===== config.mk =====
export PLATFORM = sky130hd
export DESIGN_NAME = lrg4_cmd_fifo
export DESIGN_NICKNAME = d
export VERILOG_FILES = /design/src/rtl/lrg4_pkg.sv /design/src/rtl/lrg4_cmd_fifo.sv
export SDC_FILE = /design/constraint.sdc
export NUM_CORES = 1
export LEC_CHECK = 0
export ABC_AREA = 1
export BUFFER_PORTS_ARGS = -buffer_cell sky130_fd_sc_hd__buf_2
export CORE_MARGIN = 1
export CORE_UTILIZATION = 56
export DETAILED_ROUTE_END_ITERATION = 8
export PLACE_DENSITY = 0.84
export SYNTH_ARGS = -nofsm -noshare
export SYNTH_HDL_FRONTEND = slang
export SYNTH_SLANG_ARGS = --single-unit

===== constraint.sdc =====
create_clock -name clk_i -period 6.8 [get_ports clk_i]
set_clock_uncertainty 0.05 [all_clocks]
set_input_delay 0.68 -clock clk_i [delete_from_list [all_inputs] [get_ports clk_i]]
set_output_delay 0.68 -clock clk_i [all_outputs]
set_load 0.03 [all_outputs]

===== src/rtl/lrg4_pkg.sv =====
package lrg4_pkg;

  localparam int ScreenWidth  = 256;
  localparam int ScreenHeight = 32;
  localparam int RowStride    = 128;
  localparam int StoreDepth   = 4096;

  localparam int XW      = 10;
  localparam int YW      = 8;
  localparam int ColorW  = 4;
  localparam int AddrW   = $clog2(StoreDepth);
  localparam int DataW   = 8;
  localparam int RowShift = $clog2(RowStride);
  // error sums reach twice the longest span, the point counter span plus two
  localparam int AccW    = XW + 1;

  typedef enum logic {
    CmdDraw = 1'b0,
    CmdRead = 1'b1
  } cmd_kind_e;

  // classified command as it travels from front to back
  typedef struct packed {
    cmd_kind_e         kind;
    logic [XW-1:0]     x0;
    logic [YW-1:0]     y0;
    logic [XW-1:0]     dx;
    logic [YW-1:0]     dy;
    logic [XW-1:0]     span;
    logic              x_dn;
    logic              y_dn;
    logic [ColorW-1:0] color;
    logic [AddrW-1:0]  addr;
  } cmd_t;

  typedef struct packed {
    logic full;
    logic empty;
  } fifo_status_t;

  typedef struct packed {
    logic clear_done;
  } back_status_t;

endpackage


===== src/rtl/lrg4_cmd_fifo.sv =====
module lrg4_cmd_fifo (
  input  logic                   clk_i,
  input  logic                   rst_ni,
  input  logic                   push_i,
  input  lrg4_pkg::cmd_t         push_data_i,
  input  logic                   pop_i,
  output lrg4_pkg::cmd_t         head_o,
  output lrg4_pkg::fifo_status_t status_o
);
  import lrg4_pkg::*;

  localparam int Depth = 2;
  localparam int PtrW  = $clog2(Depth);

  cmd_t            slot_q [Depth];
  logic [PtrW-1:0] wr_ptr_q, wr_ptr_d;
  logic [PtrW-1:0] rd_ptr_q, rd_ptr_d;
  logic [PtrW:0]   count_q, count_d;

  always_comb begin
    wr_ptr_d = wr_ptr_q;
    rd_ptr_d = rd_ptr_q;
    count_d  = count_q;
    if (push_i) begin
      wr_ptr_d = wr_ptr_q + PtrW'(1);
    end
    if (pop_i) begin
      rd_ptr_d = rd_ptr_q + PtrW'(1);
    end
    if (push_i && !pop_i) begin
      count_d = count_q + (PtrW+1)'(1);
    end else if (pop_i && !push_i) begin
      count_d = count_q - (PtrW+1)'(1);
    end
  end

  always_ff @(posedge clk_i or negedge rst_ni) begin
    if (!rst_ni) begin
      wr_ptr_q <= '0;
      rd_ptr_q <= '0;
      count_q  <= '0;
    end else begin
      wr_ptr_q <= wr_ptr_d;
      rd_ptr_q <= rd_ptr_d;
      count_q  <= count_d;
    end
  end

  always_ff @(posedge clk_i) begin
    if (push_i) begin
      slot_q[wr_ptr_q] <= push_data_i;
    end
  end

  assign head_o         = slot_q[rd_ptr_q];
  assign status_o.full  = (count_q == (PtrW+1)'(Depth));
  assign status_o.empty = (count_q == '0);

  assert property (@(posedge clk_i) disable iff (!rst_ni)
    count_q <= (PtrW+1)'(Depth))
    else $error("command queue overfilled");

  assert property (@(posedge clk_i) disable iff (!rst_ni)
    pop_i |-> count_q != '0)
    else $error("pop from empty command queue");

endmodule


* After elaboration in Yosys (flattened, before gate mapping)
Memory sizes are Yosys's and may differ from the RTL's.
Cells that the tools add are included.
** Storage, ports and cells
- Register bits :: 4
- Bits in writable memories :: 130
- Bits of input ports :: 69
- Memories :: 1
** Operators by class
- Add/sub/neg operators :: 4
- Eq/ne operators :: 1
- Multiplexer cells :: 4
- Reductions and logical operators :: 6
** Memory list
- slot_q :: words 2, bits a word 65, read ports 1, clocked after Yosys merged registers in 0, wr ports 1, RTL line lrg4_cmd_fifo.sv:15 : cmd_t slot_q [Depth];
** Operators by type and width (count)
- $mux W2 :: 2
- $add A1 B1 Y1 const B :: 2
- $add A2 B1 Y2 const B :: 1
- $eq A2 B2 Y1 const B :: 1
- $logic_and A1 B1 Y1 :: 2
- $logic_not A1 Y1 :: 2
- $logic_not A2 Y1 :: 1
- $mux W1 :: 2
- $reduce_bool A2 Y1 :: 1
- $sub A2 B1 Y2 const B :: 1

* Logic depth before layout (Yosys ltp)
- Word-level depth :: 4
- Depth in mapped cells :: 7
- Mapped depth without buffers :: 7

* Least setup slack after synthesis
Ideal clock, no wire load.
- Kind :: input to register
- From :: input port push_i
- To :: memory slot_q[0][0] (netlist name) (enable)
- Setup time :: 0.490 ns
- Arrival time :: 3.446 ns
- Data required time :: 6.260 ns
- Slack :: 2.814 ns
- Stages on the path :: 2
- Path through :: inv_1 -> nor2_1
** On the way
- Word-level cells in the longest chain between the ends :: 2
** RTL lines
- start: declaration :: RTL line lrg4_cmd_fifo.sv:4 : input logic push_i,
- $mux W1 :: RTL line lrg4_cmd_fifo.sv:50 : if (push_i) begin
- $mux W1 (not written as such) :: RTL line lrg4_cmd_fifo.sv:51 : slot_q[wr_ptr_q] <= push_data_i;
- end: declaration :: RTL line lrg4_cmd_fifo.sv:15
Every way passes these cells.

==> results.cfg <==
[status]
status = complete, no violations

[floorplan]
io-pin-count = 136
rows = 34
die_area_um2 = 9420
core_area_um2 = 8720
initial_core_util = 0.580
dieHeight_um = 97.0
die-width_um = 97.0

[route]
vias_per_cell = 5.06
drc = 0
wl_met1_um = 3340
num_vias = 2510
dr_wl_met2_um = 4080
met3WireLength_um = 510
top_layer = met4
detail-route-antenna-nets = 0
drtIter0Drc = 97
wire_per_inst_um = 16.1
detail_route.first_pass.iterations = 4
routed_wirelength_um = 7970

[synth]
synth.yosys.seq_area_share = 0.791
synth.distinct_cells = 14
yosys-top-cells-count = 130 x edfxtp_1, 40 x mux2_4, 25 x mux2_2, 7 x inv_1
syn_nets = 297
synthArstFlopShare = 0.0299
ys_ff_latch = 134
synth_area_per_cell_um2 = 22.3
yosys.area.top_type = edfxtp_1
synth-edff-count = 130
synthFlopType = edfxtp_1
post-synth-top-area-fraction = 0.772
yosysMostFrequentCell = edfxtp_1
syn_area_um2 = 5060
syn-instance-count = 227
yosys-top-cells-area = edfxtp_1 77%, mux2_4 12%, mux2_2 5.6%
yosys_warnings = 0

[setup_path]
crit_path_cell_trace = mux2_2, buf_2
arrival_ns = 2.30
r2r-end = slot_q[0][42]
critPathMaxStageDelay_ns = 1.11
r2r_start = wr_ptr_q
crit_required_ns = 6.07
crit_path_top_delay_cell = dfrtp_4
path_class = reg2out
critPathMaxFanout = 66
r2r_slack_ns = 4.68
cp-start-kind = flip-flop
rr_worst_depth = 2
end_kind = output pin

[clock_network]
clock_sinks = 134
clk_pin_slew_ns = 0.06
cts_tree = yes
cts_buffers = 17
clock_latency_ns = 0.49
root_buffer = clkbuf_8
clk_path_buf_depth = 2
ctsResizeCount = 0
htreeDepth = 4

[timing]
finalCritPeriodShare = 0.446
finalMaxSlewViolations = 0
setup_ws_ns = 3.77
tns_ns = 0
period_minus_slack_ns = 3.03
worst_pin_slew_ns = 1.11
rsz0062_at_grt = false
final_hold_viol_count = 0
finalSetupViolations = 0
whs_ns = 0.323
fmax_ghz = 0.330
slew-limit-headroom = 0.257

[place]
place_inst = 465
postPlaceCellArea_um2 = 5830
hpwl_um = 5020
post-place-ws_ns = 4.18
place.gp.congestion = 0.674
portBuffers = 135

[finish]
fillCellCount = 535
drive_gt1_frac = 0.603
fin_nets = 447
synthToLayoutAreaGrowth_pct = 27.3
diodes = 0
final_area_um2 = 6440
finalNonFillerCells = 496

[global_routing]
first_global_vias = 2620
antenna_found_initial = 0
grt_util_all_layers = 0.176
overflow = 0
grt_max_degree = 67
grt_pass1_wl_um = 12500

[power_and_ir_drop]
leakage_nw = 2.60
power_density_nw_per_um2 = 479
ir_drop_v = 0.000246

[min_path]
holdPathStages = 1
holdCritPathClass = in2reg
min_from = push_data_i[39]
hold_end = slot_q[1][39]

[job]
cap_violations = 0
## cells in the final DEF (no fill, tap or decap), drive strengths merged
cell type / count
clkinvlp: 2
ha: 1
dlygate4sd3: 1
nand3: 1
edfxtp: 130
buf: 137
bufinv: 4
nand4: 1
clkinv: 5
mux2: 65
dfrtp: 4
nor2: 3
clkbuf: 18
xnor2: 1
nand2: 5
xor2: 2
inv: 8
## worst max-delay path: cells and delay by family, from the launching register on
| family | cells | cell delay (ns) |
|---|---|---|
| flops | 1 | 1.11 |
| buf+inv | 1 | 0.18 |
| mux | 1 | 0.42 |
## registers in the layout (all words and copies together) (netlist names)
register	count
slot_q	130
count_q	2
rd_ptr_q	1
wr_ptr_q	1
## per-stage QoR
step	utilization	total power, mW
after floorplan	-	1.98
after global placement	0.668	2.18
after detailed placement	0.668	2.20
after CTS	0.738	3.12
after global routing	0.738	3.19
final	0.738	3.08
## layout make-up
class,count,area (um2),area share
clock buffer,18,418,0.0649
clock inverter,12,180,0.0280
inverter,7,26.3,0.00408
multi-input combinational,79,970,0.151
sequential,134,4010,0.623
tap,108,135,0.0210
timing repair buffer,138,701,0.109
## layer usage
metal | vias up | track usage
met4 | 0 | 0.0620
li1 | 1187 | -
met3 | 4 | 0.0571
met5 | - | 0
met2 | 103 | 0.293
met1 | 1216 | 0.219
## repair_timing
item,in CTS,in global routing
setup buffers,0,0
hold buffers,1,0
endpoints found under the hold margin,4,0
## worst max path at each step
stage                                to  slack, ns     start
after global routing         head_o[55]       3.67  rd_ptr_q
final                        head_o[45]       3.77  rd_ptr_q
after global placement    slot_q[0][50]       4.23    push_i
after CTS                    head_o[54]       3.71  rd_ptr_q
after detailed placement  slot_q[0][50]       4.18    push_i
after floorplan            slot_q[0][0]       2.81    push_i
## cell families after synthesis
kind of cell	Yosys count	share of synthesized area
buf+inv	14	0.0183
simple gates	10	0.00816
mux	65	0.174
fa+ha+maj	1	0.00247
flops	134	0.791
xor+xnor	3	0.00520
## power breakdown
group	leakage [nW]	switching [mW]	internal [mW]	total, mW
clock	0.287	0.313	0.592	0.905
combinational	1.05	0.551	0.388	0.940
sequential	1.27	0.138	1.10	1.24
total	2.60	1.00	2.08	3.08
Power figures use the tool's default switching activity.
