`src/rtl/lrg4_pkg.sv`:
```
package lrg4_pkg;

  localparam int ScreenWidth  = 256;
  localparam int ScreenHeight = 32;
  localparam int RowStride    = 128;
  localparam int StoreDepth   = 4096;

  localparam int XW      = 10;
  localparam int YW      = 8;
  localparam int ColorW  = 4;
  localparam int AddrW   = $clog2(StoreDepth);
  localparam int DataW   = 8;
  localparam int RowShift = $clog2(RowStride);
  // error sums reach twice the longest span, the point counter span plus two
  localparam int AccW    = XW + 1;

  typedef enum logic {
    CmdDraw = 1'b0,
    CmdRead = 1'b1
  } cmd_kind_e;

  // classified command as it travels from front to back
  typedef struct packed {
    cmd_kind_e         kind;
    logic [XW-1:0]     x0;
    logic [YW-1:0]     y0;
    logic [XW-1:0]     dx;
    logic [YW-1:0]     dy;
    logic [XW-1:0]     span;
    logic              x_dn;
    logic              y_dn;
    logic [ColorW-1:0] color;
    logic [AddrW-1:0]  addr;
  } cmd_t;

  typedef struct packed {
    logic full;
    logic empty;
  } fifo_status_t;

  typedef struct packed {
    logic clear_done;
  } back_status_t;

endpackage

```
`src/rtl/lrg4_if.sv`:
```
interface lrg4_cmd_if;
  import lrg4_pkg::*;

  logic              valid;
  logic              ready;
  logic              action;
  logic [XW-1:0]     x_start;
  logic [YW-1:0]     y_start;
  logic [XW-1:0]     x_end;
  logic [YW-1:0]     y_end;
  logic [ColorW-1:0] pixel_color;
  logic [AddrW-1:0]  read_address;

  modport source (
    output valid, action, x_start, y_start, x_end, y_end, pixel_color, read_address,
    input  ready
  );
  modport sink (
    input  valid, action, x_start, y_start, x_end, y_end, pixel_color, read_address,
    output ready
  );
endinterface


```
`src/rtl/lrg4_front.sv`:
```
module lrg4_front (
  lrg4_cmd_if.sink                cmd,
  input  lrg4_pkg::fifo_status_t  fifo_status_i,
  input  lrg4_pkg::back_status_t  back_status_i,
  output logic                    push_o,
  output lrg4_pkg::cmd_t          push_data_o
);
  import lrg4_pkg::*;

  logic [XW-1:0] x0, x1;
  logic [YW-1:0] y0, y1;
  logic [XW-1:0] dx;
  logic [YW-1:0] dy;

  // saturate endpoints at the last column and row
  assign x0 = ({1'b0, cmd.x_start} >= (XW+1)'(ScreenWidth)) ? XW'(ScreenWidth - 1) : cmd.x_start;
  assign x1 = ({1'b0, cmd.x_end} >= (XW+1)'(ScreenWidth)) ? XW'(ScreenWidth - 1) : cmd.x_end;
  assign y0 = ({1'b0, cmd.y_start} >= (YW+1)'(ScreenHeight)) ? YW'(ScreenHeight - 1)
                                                             : cmd.y_start;
  assign y1 = ({1'b0, cmd.y_end} >= (YW+1)'(ScreenHeight)) ? YW'(ScreenHeight - 1)
                                                           : cmd.y_end;

  assign dx = (x1 >= x0) ? (x1 - x0) : (x0 - x1);
  assign dy = (y1 >= y0) ? (y1 - y0) : (y0 - y1);

  // hold off items until the store has been swept clean
  assign cmd.ready = !fifo_status_i.full && back_status_i.clear_done;
  assign push_o    = cmd.valid && cmd.ready;

  always_comb begin
    push_data_o.kind  = cmd.action ? CmdRead : CmdDraw;
    push_data_o.x0    = x0;
    push_data_o.y0    = y0;
    push_data_o.dx    = dx;
    push_data_o.dy    = dy;
    push_data_o.span  = (dx > XW'(dy)) ? dx : XW'(dy);
    push_data_o.x_dn  = (x1 < x0);
    push_data_o.y_dn  = (y1 < y0);
    push_data_o.color = cmd.pixel_color;
    push_data_o.addr  = cmd.read_address;
  end

endmodule

```
`src/flat_wrapper.sv`:
```
// flat-port wrapper written by rule: the top's interface ports become plain ports
module lrg4_front_flat import lrg4_pkg::*;
  (fifo_status_i, back_status_i, push_o, push_data_o, cmd_valid, cmd_action, cmd_x_start, cmd_y_start, cmd_x_end, cmd_y_end, cmd_pixel_color, cmd_read_address, cmd_ready);
  lrg4_cmd_if cmd_i ();
  input  lrg4_pkg::fifo_status_t fifo_status_i;
  input  lrg4_pkg::back_status_t back_status_i;
  output logic push_o;
  output lrg4_pkg::cmd_t push_data_o;
  input wire logic [$bits(cmd_i.valid)-1:0] cmd_valid;
  input wire logic [$bits(cmd_i.action)-1:0] cmd_action;
  input wire logic [$bits(cmd_i.x_start)-1:0] cmd_x_start;
  input wire logic [$bits(cmd_i.y_start)-1:0] cmd_y_start;
  input wire logic [$bits(cmd_i.x_end)-1:0] cmd_x_end;
  input wire logic [$bits(cmd_i.y_end)-1:0] cmd_y_end;
  input wire logic [$bits(cmd_i.pixel_color)-1:0] cmd_pixel_color;
  input wire logic [$bits(cmd_i.read_address)-1:0] cmd_read_address;
  output wire logic [$bits(cmd_i.ready)-1:0] cmd_ready;
  assign cmd_i.valid = cmd_valid;
  assign cmd_i.action = cmd_action;
  assign cmd_i.x_start = cmd_x_start;
  assign cmd_i.y_start = cmd_y_start;
  assign cmd_i.x_end = cmd_x_end;
  assign cmd_i.y_end = cmd_y_end;
  assign cmd_i.pixel_color = cmd_pixel_color;
  assign cmd_i.read_address = cmd_read_address;
  assign cmd_ready = cmd_i.ready;
  lrg4_front u_core (.cmd(cmd_i), .fifo_status_i(fifo_status_i), .back_status_i(back_status_i), .push_o(push_o), .push_data_o(push_data_o));
endmodule
```
`config.mk`:
```
export PLATFORM = sky130hd
export DESIGN_NAME = lrg4_front_flat
export DESIGN_NICKNAME = d
export VERILOG_FILES = /design/src/rtl/lrg4_pkg.sv /design/src/rtl/lrg4_if.sv /design/src/rtl/lrg4_front.sv /design/src/flat_wrapper.sv
export SDC_FILE = /design/constraint.sdc
export NUM_CORES = 1
export LEC_CHECK = 0
export BUFFER_PORTS_ARGS = -buffer_cell sky130_fd_sc_hd__buf_4
export CAP_MARGIN = 30
export CORE_MARGIN = 4
export CORE_UTILIZATION = 43
export DETAILED_ROUTE_END_ITERATION = 16
export PLACE_DENSITY = 0.83
export SYNTH_ARGS = -nofsm -noshare
export SYNTH_HDL_FRONTEND = slang
export SYNTH_SLANG_ARGS = --single-unit
```
`constraint.sdc`:
```
create_clock -name vclk -period 7.78
set_input_delay 1.945 -clock vclk [all_inputs]
set_output_delay 1.945 -clock vclk [all_outputs]
set_load 0.005 [all_outputs]
```
# After elaboration in Yosys (flattened, before gate mapping)
# Cells that the tools add are included.
[classes]
addsub = 4
magnitude_cmp = 9
muxes = 8
reduce_logical = 3
[ops]
columns = ["operator", "count"]
rows = [
  ["2-to-1 mux 10 bit", 4],
  ["2-to-1 mux 8 bit", 3],
  [">= comparator 10 x 9 -> 1 bit, second input constant", 2],
  ["subtractor 10 bit", 2],
  [">= comparator 8 x 6 -> 1 bit, second input constant", 2],
  ["subtractor 8 bit", 2],
  [">= comparator 10 bit", 1],
  ["> comparator 10 x 8 -> 1 bit", 1],
  ["< comparator 10 bit", 1],
  [">= comparator 8 bit", 1],
  ["< comparator 8 bit", 1],
  ["logical AND 1 bit", 2],
  ["zero test 1 bit", 1],
  ["2-to-1 mux 1 bit", 1],
]
[word_totals]
output_inout_bits = 67
wordCells = 24
register_bits = 0
inputBits = 57

# Longest topological paths before layout
[depth]
depth_word = 6
mapped_depth = 20
ltp_nobuf = 20

# Worst setup path after synthesis
# No wires, ideal clock.
[synth_path]
path_type = "input-to-output"
from = "in cmd_y_start[6]"
to = "out push_data_o[19] (netlist name)"
required_time_ps = 5835
cell_stages = 18
slack_ps = -290
arrival_ps = 6125
path_cell_list = "or3_1 nor2_1 inv_1 fa_1 nand3b_1 a21oi_1 a21oi_4 mux2_4 xor2_1 ha_1 a21o_1 a21o_1 a21oi_1 nor2_1 a2111oi_0 a31oi_1 nor3_4 mux2_2"
[synth_lines]
columns = ["item", "line_no", "text"]
rows = [
  ["start: declaration", "flat_wrapper.sv:12", "input wire logic [$bits(cmd_i.y_start)-1:0] cmd_y_start;"],
  ["end: declaration", "flat_wrapper.sv:8", "output lrg4_pkg::cmd_t push_data_o;"],
]

==> flow_summary.ini <==
[synthesis]
synthDistinctLibCells = 48
yosysWarningCount = 0
syn_avg_cell_area_sq_um = 7.25
synth-seq-area-share_pct = 0
yosys.area_share.simple_pct = 20.9
synth_compound_area_share_pct = 19.4
synth.area.top_cells = ha_1, buf_4, inv_1, mux2i_1, a21o_1
synthTopCellsByCount = inv_1, ha_1, buf_4
synth_mux_area_share_pct = 8.99
synthCells = 311
synth_xor_area_share_pct = 6.54
synth_area_leader_cell = ha_1
synth_top_family_by_area = adder cells
synth.most_common_cell = inv_1
synthAdderAreaFrac_pct = 26.8
syn-cell-area_sq_mm = 0.00226
synth_top_area_share_pct = 23.3

[clocking]
hold_buffers = 0

[route]
routed_wl_mm = 8.15
vias = 2772
wl_per_cell_um = 15.2
initialDrtViolationCount = 127
drc = 0
via_per_inst = 5.16
ant_nets = 0
first_pass_iters = 4

[finish]
ff_latch_area_sq_um = 0
drive_above_1_share_pct = 51.4
area_delta_synth_final_pct = 73.3
n_fill_cell = 372
design.seq.count = 0
final_core_util_pct = 76.6
clkbuf_count = 0
fin_nets = 572
design_area_sq_mm = 0.00391
n_antenna_cell = 0

[global_routing]
grt_pass1_vias = 2628
antenna_found_initial = 0
grt_pass1_wl_mm = 11.0
track_usage_pct = 20.4
grt_max_degree = 11
grt.overflow.total = 0

[timing]
final.setup.tns_ns = -2.62
hold_violations = 0
holdWs_ns = 3.89
slew_viol_final = 0
rsz0062_at_grt = true
clock.fmax_mhz = 123
setup_viol = 8
finalCriticalPeriod_ns = 8.14
timing.final.ws_setup_ns = -0.363
period_share_pct = 105

[floorplanning]
io_pins = 124
die_h_um = 80.4
die-area_sq_mm = 0.00647
fp.dieW_um = 80.4
fp.coreArea_sq_mm = 0.00511
start_util_pct = 44.2
core.rowCount = 26

[worst_setup_path]
cp-endpoint = push_data_o[19]
end_kind = output port
setup.worst_path.start = cmd_y_start[6]
required_ns = 5.84
path_class = in2out
worst_setup_path_start_kind = input port
cp_max_fo = 8
worstPathArrival_ns = 6.20

[placed_design]
place_congestion = 0.915
placed_area_sq_mm = 0.00342
port_buffers = 84
hpwl_mm = 5.88

[power_and_ir_drop]
p_leak_nw = 2.06
ir_drop_v = 0.0000741
finalPower_mw = 0.552
power_density_mw_per_mm2 = 141

[hold_path]
hold_class = in2out

[flow_run]
max_cap_viol_count = 0

[outcome]
status = finished, violations left
failed_checks = setup timing
[final cells by class]
class	count	area, sq um	share of cell area (%)
Tap cell	70	87.6	2.24
Inverter	43	161	4.13
Multi-Input combinational cell	256	2350	60.0
Timing Repair Buffer	168	1320	33.6
[critical path, stage by stage]
cell and delay, ns:
buf_4 0.11, nor3_1 0.24, nand2b_1 0.16, ha_4 0.20, fa_2 0.38, nand3b_1 0.19, a21oi_2 0.23, a21oi_4 0.09
mux2_4 0.35, xor2_2 0.16, ha_1 0.33, a21o_1 0.19, a21o_1 0.16, a21oi_2 0.13, nor2_2 0.06, a2111oi_4 0.37
a31oi_4 0.08, nor3_4 0.22, buf_12 0.17, mux2_4 0.31, buf_6 0.11
[worst min-delay path by stage]
stage | from | to | slack, ns | cells past startpoint
2_1_floorplan | fifo_status_i[1] | cmd_ready | 3.93 | 1
3_3_place_gp | cmd_pixel_color[0] | push_data_o[12] | 3.89 | 0
3_5_place_dp | cmd_pixel_color[0] | push_data_o[12] | 3.89 | 0
4_1_cts | cmd_pixel_color[0] | push_data_o[12] | 3.89 | 0
5_1_grt | cmd_read_address[0] | push_data_o[0] | 3.89 | 0
6_report | cmd_read_address[0] | push_data_o[0] | 3.89 | 0
[metrics by stage]
stage	setup WS (ns)	cells
4_1_cts	-0.238	528
5_1_grt	-0.565	537
3_5_place_dp	-0.472	520
3_3_place_gp	-0.423	520
2_1_floorplan	-0.0289	330
6_report	-0.363	537
[power by group]
part	switching, mW	internal, mW
sequential	0	0
clock	0	0
combinational	0.241	0.311
total	0.241	0.311
[layout by cell type, fill, tap and decap left out, types with 3 or more instances in the layout]
master,Yosys,final
inv_2,0,5
a21oi_2,1,5
xor2_1,8,5
xnor2_1,7,6
nand3_1,5,5
nor2_1,21,13
nand4_1,5,5
or3_1,12,6
buf_4,25,156
o21ai_0,12,11
buf_6,1,11
nor2b_1,8,7
nor3_2,0,3
xor2_2,0,3
a21oi_1,19,14
conb_1,2,21
mux2_4,1,5
a211oi_2,1,3
ha_1,42,32
or3_4,0,6
mux2i_1,12,8
nand2_1,13,12
nand2b_1,10,10
inv_1,43,38
nor2_2,0,6
a21o_1,13,13
ha_4,0,9
[cells by family (layout without fill, tap and decap cells)]
family | Yosys count | in the layout
adder cells (fa/ha/maj) | 46 | 46
multiplexers | 19 | 19
AND/OR/NAND/NOR | 88 | 88
AO/OA/AOI/OAI | 66 | 66
buffers and inverters | 74 | 211
other | 2 | 21
XOR/XNOR | 16 | 16
[repair_timing]
| action | in CTS | in global routing |
|---|---|---|
| gates resized for setup | 19 | 51 |
| pin swaps | 20 | 26 |
| buffers inserted | 8 | 10 |
| cloned | 0 | 0 |
| endpoints found under the setup margin | 8 | 8 |
[routing by layer]
| metal | GRT usage (%) | vias up | wire (um) |
|---|---|---|---|
| met5 | 0 | - | 0 |
| met4 | 3.38 | 0 | 270 |
| met3 | 1.12 | 26 | 539 |
| met2 | 43.3 | 124 | 4520 |
| met1 | 21.5 | 1288 | 2820 |
| li1 | - | 1334 | - |
(Power assumes the default switching activity.)
